==> config.mk <==
export PLATFORM = sky130hd
export DESIGN_NAME = keystroke_echo_matcher_top
export DESIGN_NICKNAME = d
export VERILOG_FILES = /design/src/design/kem_pkg.sv /design/src/design/kem_ram.sv /design/src/design/kem_engine.sv /design/src/design/keystroke_echo_matcher_top.sv
export SDC_FILE = /design/constraint.sdc
export NUM_CORES = 1
export LEC_CHECK = 0
export ABC_AREA = 0
export BUFFER_PORTS_ARGS = -buffer_cell sky130_fd_sc_hd__buf_2
export CAP_MARGIN = 20
export CORE_UTILIZATION = 60
export CTS_CLUSTER_DIAMETER = 80
export CTS_CLUSTER_SIZE = 10
export DETAILED_ROUTE_END_ITERATION = 10
export PLACE_DENSITY = 0.81
export RECOVER_POWER = 25
export SLEW_MARGIN = 20
export SYNTH_ARGS = -nofsm -noshare
export SYNTH_HDL_FRONTEND = slang
export SYNTH_HIERARCHICAL = 1
export SYNTH_SLANG_ARGS = --single-unit
==> constraint.sdc <==
create_clock -name clk -period 7.85 [get_ports clk]
set_clock_uncertainty 0.05 [all_clocks]
set_input_delay 1.57 -clock clk [delete_from_list [all_inputs] [get_ports clk]]
set_output_delay 1.57 -clock clk [all_outputs]
set_load 0.01 [all_outputs]
==> src/design/kem_pkg.sv <==
`timescale 1ns / 1ps
`default_nettype none

package kem_pkg;

    // Store geometry.
    localparam int DEPTH      = 24;
    localparam int PTR_W      = $clog2(DEPTH);
    localparam int CNT_W      = $clog2(DEPTH + 1);

    // Field widths.
    localparam int KEY_W      = 8;
    localparam int MOD_W      = 8;
    localparam int CONS_W     = 6;
    localparam int NOW_W      = 32;
    localparam int STAMP_BITS = 32;
    localparam int EXPIRE_W   = 16;
    localparam int ENTRY_W    = KEY_W + STAMP_BITS;

    localparam logic [EXPIRE_W-1:0] EXPIRE_RESET = 16'd750;

    // Modifier bits that mark a control or alt chord.
    localparam logic [MOD_W-1:0] REJECT_MODS = 8'h0e;

    // Operation codes.
    localparam logic OP_KEY     = 1'b0;
    localparam logic OP_DISPLAY = 1'b1;

    // Configuration port.
    localparam int APB_ADDR_W = 3;
    localparam int APB_DATA_W = 32;
    localparam int REG_IDX_W  = 1;
    localparam logic [REG_IDX_W-1:0] REG_EXPIRE = 1'b0;

    typedef enum logic
    {
        ST_IDLE,
        ST_SEARCH
    } state_t;

    typedef struct packed
    {
        logic                operation;
        logic [KEY_W-1:0]    character;
        logic                is_keysym;
        logic                key_down;
        logic [MOD_W-1:0]    modifiers;
        logic [CONS_W-1:0]   console_id;
        logic [NOW_W-1:0]    now;
    } item_t;

    typedef struct packed
    {
        logic             is_echo;
        logic             key_stored;
        logic [CNT_W-1:0] pending_count;
    } res_t;

    // Circular pointer step.
    function automatic logic [PTR_W-1:0] ptr_inc(input logic [PTR_W-1:0] p);
        logic [PTR_W-1:0] r;
        if (p == PTR_W'(DEPTH - 1))
            r = '0;
        else
            r = p + 1'b1;
        return r;
    endfunction

    // Circular pointer plus an offset of at most DEPTH.
    function automatic logic [PTR_W-1:0] ptr_add(input logic [PTR_W-1:0] p,
                                                 input logic [CNT_W-1:0] n);
        logic [CNT_W:0] s;
        logic [CNT_W:0] w;
        s = (CNT_W + 1)'(p) + (CNT_W + 1)'(n);
        if (s >= (CNT_W + 1)'(DEPTH))
            w = s - (CNT_W + 1)'(DEPTH);
        else
            w = s;
        return w[PTR_W-1:0];
    endfunction

endpackage

`default_nettype wire

==> src/design/kem_ram.sv <==
`timescale 1ns / 1ps
`default_nettype none

// Simple dual-port RAM with a registered read.
module kem_ram #(
    parameter int WIDTH = 8,
    parameter int DEPTH = 16
) (
    input  wire logic                     clk,
    input  wire logic                     we,
    input  wire logic [$clog2(DEPTH)-1:0] waddr,
    input  wire logic [WIDTH-1:0]         wdata,
    input  wire logic [$clog2(DEPTH)-1:0] raddr,
    output logic      [WIDTH-1:0]         rdata
);

    logic [WIDTH-1:0] mem [DEPTH];

    always_ff @(posedge clk)
    begin
        if (we)
        begin
            mem[waddr] <= wdata;
        end
        rdata <= mem[raddr];
    end

endmodule

`default_nettype wire

==> src/design/kem_engine.sv <==
`timescale 1ns / 1ps
`default_nettype none

// Keystroke store held as a ring in one RAM, with a sequential echo search.
module kem_engine
    import kem_pkg::*;
(
    input  wire logic                clk,
    input  wire logic                rst_n,
    input  wire logic                item_valid,
    output logic                     item_stall,
    input  wire item_t               item,
    input  wire logic [EXPIRE_W-1:0] expire_ticks,
    input  wire logic                out_busy,
    output logic                     res_valid,
    output res_t                     res
);

    state_t            state_reg, state_next;
    logic [PTR_W-1:0]  head_reg, head_next;
    logic [CNT_W-1:0]  count_reg, count_next;
    logic [CONS_W-1:0] last_console_reg, last_console_next;
    logic [PTR_W-1:0]  addr_reg, addr_next;
    logic [CNT_W-1:0]  idx_reg, idx_next;
    logic [KEY_W-1:0]  ch_reg, ch_next;
    logic [STAMP_BITS-1:0] now_reg, now_next;

    logic                  accept;
    logic                  key_ok;
    logic [CNT_W-1:0]      count_base;
    logic                  full;
    logic [PTR_W-1:0]      tail;
    logic                  ram_we;
    logic [PTR_W-1:0]      ram_raddr;
    logic [ENTRY_W-1:0]    ram_rdata;
    logic [KEY_W-1:0]      rd_key;
    logic [STAMP_BITS-1:0] rd_stamp;
    logic [STAMP_BITS-1:0] age;
    logic                  hit;
    logic                  last;
    logic [CNT_W-1:0]      idx_inc;

    assign item_stall = (state_reg != ST_IDLE) || out_busy;
    assign accept     = item_valid && !item_stall;

    assign key_ok = item.is_keysym && item.key_down && (item.character != '0)
                    && ((item.modifiers & REJECT_MODS) == '0);

    assign count_base = (item.console_id != last_console_reg) ? '0 : count_reg;
    assign full       = (count_base == CNT_W'(DEPTH));
    assign tail       = full ? head_reg : ptr_add(head_reg, count_base);

    assign ram_we = accept && (item.operation == OP_KEY) && key_ok;

    assign {rd_key, rd_stamp} = ram_rdata;
    assign age     = now_reg - rd_stamp;
    assign hit     = (rd_key == ch_reg) && (age <= STAMP_BITS'(expire_ticks));
    assign idx_inc = idx_reg + 1'b1;
    assign last    = (idx_inc == count_reg);

    // The read address runs one entry ahead of the compare; a write only happens
    // from the idle state, so a read never overlaps a pending write.
    assign ram_raddr = (state_reg == ST_IDLE) ? head_reg : ptr_inc(addr_reg);

    kem_ram #(
        .WIDTH (ENTRY_W),
        .DEPTH (DEPTH)
    ) u_store (
        .clk   (clk),
        .we    (ram_we),
        .waddr (tail),
        .wdata ({item.character, item.now[STAMP_BITS-1:0]}),
        .raddr (ram_raddr),
        .rdata (ram_rdata)
    );

    always_comb
    begin
        state_next = state_reg;
        unique case (state_reg)
            ST_IDLE:
            begin
                if (accept && (item.operation == OP_DISPLAY) && (count_reg != '0))
                    state_next = ST_SEARCH;
            end
            ST_SEARCH:
            begin
                if (hit || last)
                    state_next = ST_IDLE;
            end
            default:
            begin
                state_next = ST_IDLE;
            end
        endcase
    end

    always_comb
    begin
        head_next         = head_reg;
        count_next        = count_reg;
        last_console_next = last_console_reg;
        addr_next         = addr_reg;
        idx_next          = idx_reg;
        ch_next           = ch_reg;
        now_next          = now_reg;
        res_valid         = 1'b0;
        res               = '{is_echo: 1'b0, key_stored: 1'b0, pending_count: count_reg};
        unique case (state_reg)
            ST_IDLE:
            begin
                ch_next   = item.character;
                now_next  = item.now[STAMP_BITS-1:0];
                addr_next = head_reg;
                idx_next  = '0;
                if (accept)
                begin
                    if (item.operation == OP_KEY)
                    begin
                        res_valid = 1'b1;
                        if (key_ok)
                        begin
                            last_console_next = item.console_id;
                            head_next         = full ? ptr_inc(head_reg) : head_reg;
                            count_next        = full ? count_base : count_base + 1'b1;
                            res.key_stored    = 1'b1;
                            res.pending_count = count_next;
                        end
                    end
                    else if (count_reg == '0)
                    begin
                        res_valid = 1'b1;
                    end
                end
            end
            ST_SEARCH:
            begin
                addr_next = ptr_inc(addr_reg);
                idx_next  = idx_inc;
                if (hit)
                begin
                    head_next         = ptr_inc(addr_reg);
                    count_next        = count_reg - idx_inc;
                    res_valid         = 1'b1;
                    res.is_echo       = 1'b1;
                    res.pending_count = count_next;
                end
                else if (last)
                begin
                    count_next        = '0;
                    res_valid         = 1'b1;
                    res.pending_count = '0;
                end
            end
            default:
            begin
                res_valid = 1'b0;
            end
        endcase
    end

    always_ff @(posedge clk or negedge rst_n)
    begin
        if (!rst_n)
        begin
            state_reg        <= ST_IDLE;
            head_reg         <= '0;
            count_reg        <= '0;
            last_console_reg <= '0;
        end
        else
        begin
            state_reg        <= state_next;
            head_reg         <= head_next;
            count_reg        <= count_next;
            last_console_reg <= last_console_next;
        end
    end

    always_ff @(posedge clk)
    begin
        addr_reg <= addr_next;
        idx_reg  <= idx_next;
        ch_reg   <= ch_next;
        now_reg  <= now_next;
    end

endmodule

`default_nettype wire

==> src/design/keystroke_echo_matcher_top.sv <==
`timescale 1ns / 1ps
`default_nettype none

// Keystroke echo matcher.
// Input beats arrive on item_valid / item_stall: a keystroke event (operation 0)
// or a character shown on screen (operation 1). Every input beat yields exactly
// one result beat on result_valid / result_stall, in order, telling whether the
// character was the echo of a recent key, whether a key was stored, and how
// many keys remain pending. Keys live in a 24-entry ring held in one RAM with a
// registered read; a shown character is checked against it one entry per cycle.
// A keystroke, or a shown character with an empty store, presents its result
// in the cycle after acceptance. A shown character that examines k entries
// (1 to 24, stopping at the first unexpired match) presents its result once
// the last of them has been compared and the result registered; the first entry
// is read from the RAM in the cycle of acceptance, which hides its read latency.
// The next item is taken only once the result has been registered, so a new
// item is not taken while a search is still running.
// While a result waits in the output register, a new item is taken only in a
// cycle where that result is being taken too; otherwise item_stall is high.
// Reset (rst_n low, asynchronous) empties the store, forgets the last console
// and sets expire_ticks to 750; the RAM contents are not cleared, as no entry
// is read before it has been written. expire_ticks is written over the APB port.
module keystroke_echo_matcher_top
    import kem_pkg::*;
(
    input  wire logic                  clk,
    input  wire logic                  rst_n,
    // Item channel.
    input  wire logic                  item_valid,
    output logic                       item_stall,
    input  wire logic                  operation,
    input  wire logic [KEY_W-1:0]      character,
    input  wire logic                  is_keysym,
    input  wire logic                  key_down,
    input  wire logic [MOD_W-1:0]      modifiers,
    input  wire logic [CONS_W-1:0]     console_id,
    input  wire logic [NOW_W-1:0]      now,
    // Result channel.
    output logic                       result_valid,
    input  wire logic                  result_stall,
    output logic                       is_echo,
    output logic                       key_stored,
    output logic [CNT_W-1:0]           pending_count,
    // Configuration port.
    input  wire logic                  psel,
    input  wire logic                  penable,
    input  wire logic                  pwrite,
    input  wire logic [APB_ADDR_W-1:0] paddr,
    input  wire logic [APB_DATA_W-1:0] pwdata,
    output logic      [APB_DATA_W-1:0] prdata,
    output logic                       pready
);

    logic [EXPIRE_W-1:0]  expire_reg, expire_next;
    logic                 out_valid_reg, out_valid_next;
    res_t                 out_res_reg, out_res_next;
    logic [REG_IDX_W-1:0] reg_idx;
    logic                 cfg_write;
    logic                 out_busy;
    logic                 res_valid;
    res_t                 res;
    item_t                item;

    // Registers are decoded on the word address; the byte offset is ignored.
    assign reg_idx   = paddr[APB_ADDR_W-1 -: REG_IDX_W];
    assign pready    = 1'b1;
    assign cfg_write = psel && penable && pwrite && pready;

    assign expire_next = (cfg_write && (reg_idx == REG_EXPIRE))
                         ? pwdata[EXPIRE_W-1:0] : expire_reg;

    always_comb
    begin
        prdata = '0;
        if (psel && (reg_idx == REG_EXPIRE))
            prdata = APB_DATA_W'(expire_reg);
    end

    assign item = '{operation:  operation,
                    character:  character,
                    is_keysym:  is_keysym,
                    key_down:   key_down,
                    modifiers:  modifiers,
                    console_id: console_id,
                    now:        now};

    // The output register is busy when its beat is not taken in this cycle.
    assign out_busy = out_valid_reg && result_stall;

    kem_engine u_engine (
        .clk          (clk),
        .rst_n        (rst_n),
        .item_valid   (item_valid),
        .item_stall   (item_stall),
        .item         (item),
        .expire_ticks (expire_reg),
        .out_busy     (out_busy),
        .res_valid    (res_valid),
        .res          (res)
    );

    // The engine only raises res_valid when the output register is free.
    always_comb
    begin
        out_valid_next = out_valid_reg && result_stall;
        out_res_next   = out_res_reg;
        if (res_valid)
        begin
            out_valid_next = 1'b1;
            out_res_next   = res;
        end
    end

    always_ff @(posedge clk or negedge rst_n)
    begin
        if (!rst_n)
        begin
            expire_reg    <= EXPIRE_RESET;
            out_valid_reg <= 1'b0;
        end
        else
        begin
            expire_reg    <= expire_next;
            out_valid_reg <= out_valid_next;
        end
    end

    always_ff @(posedge clk)
    begin
        out_res_reg <= out_res_next;
    end

    assign result_valid  = out_valid_reg;
    assign is_echo       = out_res_reg.is_echo;
    assign key_stored    = out_res_reg.key_stored;
    assign pending_count = out_res_reg.pending_count;

endmodule

`default_nettype wire

==> results of run 1 <==
## final timing paths
path	start	to	cells after the start
worst max-delay path	console_id[1]	u_engine/u_store/mem[22][9]	18
worst min-delay path	u_engine/idx_reg[0]	u_engine/idx_reg[0]	1
worst max register to register	u_engine/last_console_reg[1]	u_engine/u_store/mem[22][9]	17
worst min register to register	u_engine/idx_reg[0]	u_engine/idx_reg[0]	1
max in group asynchronous	rst_n	expire_reg[10]	1
min in group asynchronous	rst_n	u_engine/count_reg[2]	1
## report_power, final
| part | internal, W | switching, W | total [W] |
|---|---|---|---|
| Clock | 0.00289 | 0.00216 | 0.00505 |
| Combinational | 0.00111 | 0.00182 | 0.00293 |
| Sequential | 0.00652 | 0.0000853 | 0.00661 |
| Total | 0.0105 | 0.00407 | 0.0146 |
## stage by stage
step	instance area [um^2]	util, %	power (W)	instances
after floorplan	45200	-	0.00880	2754
after global placement	46700	62.7	0.00949	3722
after detailed placement	46700	62.7	0.00957	3723
after CTS	50200	67.4	0.0146	3947
after global routing	50100	67.4	0.0151	3947
final	50100	67.4	0.0146	3947
## layer usage
metal	GRT usage (%)	up-vias	routed length, um
met5	0	-	9
met4	11.9	2	4560
met3	4.78	295	11200
met2	46.9	1578	52600
met1	39.4	13039	41900
li1	-	10977	-
## worst reg2reg max path, delay by kind of cell, from the launching register on
| kind | cells | cell delay (ns) |
|---|---|---|
| xor+xnor | 2 | 0.33 |
| flops | 1 | 0.38 |
| simple gates | 6 | 2.67 |
| fa+ha+maj | 2 | 0.59 |
| buf+inv | 4 | 0.67 |
| compound gates | 3 | 0.79 |
## area by class of cell
cell class	count	area [um^2]
inverters	71	267
flip-flops and latches	1091	32100
multi-input cells	1444	12200
clock inverters	8	113
fillers	4656	24300
well taps	969	1210
clock buffers	216	3380
repair buffers	148	853
## cell families (layout without fill, tap and decap cells)
kind of cell	Yosys count	in the layout	synth area share, %
buffers and inverters	219	443	2.50
AOI/OAI and AO/OA	314	314	4.82
adders and majority gates	64	64	1.82
muxes	458	458	12.9
other	2	17	0.0166
DFF	1091	1091	71.1
xor gates and xnor gates	41	41	0.796
and+or+nand+nor	550	550	5.98
## layout by cell type (no fill, tap or decap), types with 11 or more instances in the layout
cell       netlist  routed
buf_2           25      74
a22oi_1        102     102
nor3_1          21      20
a21o_1          20      20
clkbuf_1        58     121
nand2_1        182     182
mux2i_1        303     303
nand3_1         93      93
mux4_2          91      91
edfxtp_1      1007    1007
o21ai_0         49      48
inv_1           69      69
xnor2_1         28      28
conb_1           2      17
clkbuf_16        0     121
xor2_1          13      13
nand4_1         58      58
dfrtp_1         27      27
nor2_1          88      62
mux2_2          54      54
a21oi_1         57      55
nor4_1          11      11
ha_1            61      61
nor2_4           0      26
and2_1          27      26
buf_4           40      46
a221oi_1        12      12
dfxtp_1         50      50
==> metrics.cfg, run 1 <==
[critical_path]
crit_path_end_kind = register
crit_fanout = 18
crit_path_start_kind = primary input
cp_cell_sequence = buf_2 -> xnor2_1 -> nand4_1 -> nor3_1 -> nand2_1 -> inv_1 -> ha_1 -> inv_1 -> fa_1 -> inv_1 -> a21o_1 -> a21oi_1 -> xnor2_1 -> or4_1 -> a31oi_1 -> nand3b_1 -> nor2_4 -> buf_4
r2r_slack_ns = 2.06
cpMostUsedCell = inv_1
criticalPathCategory = in -> reg
worst_ep_arrival_time_ns = 6.68
slowest_stage = nor2_4
required_ns = 8.16
slowest_delay_ns = 0.71
path_delay_family = simple AND/OR/NAND/NOR gates
worstPathBufferInverterCount = 5

[drt]
ant_nets = 0
drt_iter0_markers = 3018
route.detailed.wl_per_inst_um = 27.9
drtPass1Iterations = 6
num_vias = 25891
wirelength_um = 110000
via_per_inst = 6.56
drcViolationCount = 0

[die]
start_util_pct = 60.6
io_pins = 141
die_w_um = 276
core_um2 = 74400
num_rows = 100
dieArea_um2 = 76300
die_h_um = 276

[clocking]
hold_buffers = 0
insertion_delay_ns = 0.69
cts-buffers-inserted = 120
cts_setup_buffers = 0
root_buffer = clkbuf_16
cts.reportedPaths.clkPinSlew_ns = 0.06
htreeDepth = 3
cts_tree = built
cts_buffer_depth = 3
cts_sinks = 1091
cts_repair_resize_count = 0

[place]
pre_cts_ws_ns = 0.939
hpwl_um = 59400
place.gp.congestion = 0.903
numPortBuffers = 100

[logic_synthesis]
yosys.area.top_type = edfxtp_1
synth-edff-count = 1007
async_flop_share_pct = 3.12
synthCells = 2739
seq_area_frac_synth_pct = 71.1
synth_flop_cell = edfxtp_1
synth_cell_types = 83
synth_area_um2 = 45100
synthTopCellsByCount = 1007 x edfxtp_1, 303 x mux2i_1, 182 x nand2_1
netlist.area_leader.share_pct = 67.0
yosysMostFrequentCell = edfxtp_1
synthTopCellsByArea = edfxtp_1 67%, mux2i_1 6.7%, mux4_2 4.5%, dfxtp_1 2.2%, a22oi_1 1.7%
syn_area_per_cell_um2 = 16.5
synth_seq_cells = 1091
ys.warnings.count = 6

[timing]
final.setup.worst_slack_ns = 1.48
fin_hold_ws_ns = 0.412
final.min_clock_period_ns = 6.37
rsz0062_at_grt = false
finalCritPeriodShare_pct = 81.2
setup_viol = 0
tns_ns = 0
slew_viol_final = 35
slew_headroom_pct = -27.2
fmax_mhz = 157
worst_pin_slew_ns = 1.91
finalHoldViolations = 0

[finish]
nNetsFinal = 3039
area_growth_pct = 11.1
n_antenna_cell = 0
largest_reg_flops = 960
layout-drive-gt1-share_pct = 15.8

[grt]
grt_pass1_vias = 26223
antenna_found_initial = 2
grt_max_degree = 138
overflow = 0
grt_pass1_wl_um = 164000
grt_use_total_pct = 28.9

[power]
p_per_area_nw_per_um2 = 291
cellLeakagePower_nw = 16.6
worst_ir_drop_vdd_mv = 0.215

[flow_run]
maxCapViolCount = 1

[run_status]
violations = capacitance limit, slew limit
status = finished, violations left

[min_path]
hold_class = reg -> reg

No activity file was read; power rests on OpenSTA's default activity.
==> inputs of run 2 (changes only) <==
- clock period: 7.85 -> 5.88 ns (I/O delays scaled with it)
==> run 2 against run 1 <==
  * The flow still finishes with violations (capacitance limit, slew limit)
  * Core utilization up 0.78 points
  * Non-clock buffer count up 27
  * Via count down 0.30%
  * Die area unchanged
  * Design area up 1.2%
  * Routed wire length down 1.1%
  * Hold slack worse by 0.0014 ns
  * First-iteration DRC count down 2.7%
  * Cell count up 0.66%
  * Largest cell class unchanged
  * Largest power group unchanged
  * Highest routed layer is now met4
==> metrics.cfg, run 2 (synthesis results as in run 1) <==
[critical_path]
crit_fanout = 13  ; -5
reg2reg_to = result_valid
worst_ep_arrival_time_ns = 5.61  ; -1.07 ns
crit_path_end_kind = register
startpoint = u_engine/now_reg[0]
crit_path_start_kind = register
criticalPathCategory = reg -> reg
r2r_start = u_engine/now_reg[0]
r2r_slack_ns = 0.80  ; -1.26 ns
required_ns = 6.41  ; -1.75 ns
worst-r2r-cell-count = 21  ; +4

[die]
num_rows = 100  ; unchanged
io_pins = 141  ; unchanged
die_h_um = 276  ; unchanged
start_util_pct = 60.6  ; unchanged
die_w_um = 276  ; unchanged
core_um2 = 74400  ; unchanged
dieArea_um2 = 76300  ; unchanged

[finish]
post-route-cell-area_um2 = 50700  ; +1.2%
largest_reg_flops = 960  ; unchanged
layout.cells.non_filler = 3973  ; +0.66%
layout_common_cells = 1007 x edfxtp_1, 303 x mux2i_1, 182 x nand2_1
nNetsFinal = 3065  ; +0.86%
layout-drive-gt1-share_pct = 16.5  ; +0.64 points
area_growth_pct = 12.4
final_common_cell = edfxtp_1

[drt]
drt_iter0_markers = 2938  ; -2.7%
via_per_inst = 6.50  ; -0.95%
ant_nets = 0  ; unchanged
route.detailed.wl_per_inst_um = 27.4  ; -1.8%
drtPass1Iterations = 5  ; -1
drcViolationCount = 0  ; unchanged
wirelength_um = 109000  ; -1.1%
num_vias = 25814  ; -0.30%

[timing]
finalHoldViolations = 0  ; unchanged
tns_ns = 0  ; unchanged
fin_hold_ws_ns = 0.411  ; -0.00138 ns
slew_viol_final = 35  ; unchanged
final.setup.worst_slack_ns = 0.802  ; -0.674 ns
worst_pin_slew_ns = 1.83  ; -0.0812 ns
final.min_clock_period_ns = 5.08
finalCritPeriodShare_pct = 86.4
slew_headroom_pct = -21.8  ; +5.4 points
setup_viol = 0  ; unchanged
fmax_mhz = 197
rsz0062_at_grt = false

[clocking]
hold_buffers = 0  ; unchanged
root_buffer = clkbuf_16
cts_tree = built
cts_buffer_depth = 3  ; unchanged
cts_repair_resize_count = 0  ; unchanged
cts.reportedPaths.clkPinSlew_ns = 0.06  ; about the same
cts-buffers-inserted = 119  ; -0.83%
cts_sinks = 1091  ; unchanged
insertion_delay_ns = 0.70  ; about the same
cts_setup_buffers = 0  ; unchanged
htreeDepth = 3  ; unchanged

[grt]
grt_pass1_vias = 26281  ; +0.22%
grt_pass1_wl_um = 162000  ; -1.1%
grt_max_degree = 104  ; -25%
grt_use_total_pct = 28.7  ; -0.28 points
overflow = 0  ; unchanged
antenna_found_initial = 2  ; unchanged

[flow_run]
maxCapViolCount = 1  ; unchanged

[place]
place.gp.congestion = 0.958  ; +6.1%
numPortBuffers = 100  ; unchanged
hpwl_um = 60500  ; +1.9%
postPlaceCellArea_um2 = 47300  ; +1.2%
placedCellCount = 3750  ; +0.73%
pre_cts_ws_ns = 0.522  ; -0.416 ns

[power]
worst_ir_drop_vdd_mv = 0.294  ; +37%
cellLeakagePower_nw = 16.8  ; +1.3%
p_per_area_nw_per_um2 = 383  ; +32%

[run_status]
status = finished, violations left
violations = capacitance limit, slew limit

[min_path]
hold_start = u_engine/idx_reg[0]
hold_class = reg -> reg
min_path_cells = 1  ; unchanged
min_to = u_engine/idx_reg[0]

run 2: per-stage QoR:
stage / util (%) / power (W)
after CTS: 68.2 / 0.0195
after global routing: 68.1 / 0.0201
after global placement: 63.4 / 0.0126
final: 68.1 / 0.0194
after floorplan: - / 0.0117
after detailed placement: 63.5 / 0.0127
run 2: critical path, stage by stage (launching register included):
cell      delay [ns]
edfxtp_1        0.40
inv_1           0.08
ha_1            0.18
fa_1            0.22
nand2b_1        0.16
a21oi_2         0.11
o31ai_1         0.58
nand2_1         0.21
xor2_1          0.21
ha_1            0.29
nand4_1         0.13
or4_1           0.52
a21o_1          0.21
nand4_1         0.09
nor4_1          0.05
nand4_1         0.11
nor4_1          0.06
nand4_1         0.24
buf_4           0.26
nand2_1         0.09
a22o_1          0.36
or2_2           0.33
run 2: routing by layer:
| metal | routed length (um) | track usage, % | vias up |
|---|---|---|---|
| li1 | - | - | 11043 |
| met1 | 40400 | 37.2 | 12993 |
| met2 | 54200 | 48.1 | 1532 |
| met3 | 10700 | 5.80 | 246 |
| met4 | 3780 | 10.9 | 0 |
| met5 | 0 | 0 | - |
run 2: cell type report:
class                      instances  area [um^2]
antenna                            2         5.00
tap                              969         1210
clock buffer                     212         3330
timing repair buffer             175         1430
fill                            4540        23700
inverter                          71          267
sequential                      1091        32100
clock inverter                     9          181
multi-input combinational       1444        12200
run 2: where the power goes:
group	internal [W]	total, W	switching, W
Combinational	0.00149	0.00387	0.00238
Clock	0.00385	0.00675	0.00290
Sequential	0.00871	0.00881	0.000100
run 2: worst max path at each step:
stage,to,slack (ns),depth (start not counted)
2_1_floorplan,u_engine/u_store/mem[4][0],-0.33,18
3_3_place_gp,u_engine/u_store/mem[5][10],0.49,21
3_5_place_dp,u_engine/u_store/mem[14][19],0.52,22
4_1_cts,pending_count[4],0.83,20
5_1_grt,pending_count[4],0.48,20
6_report,result_valid,0.80,21
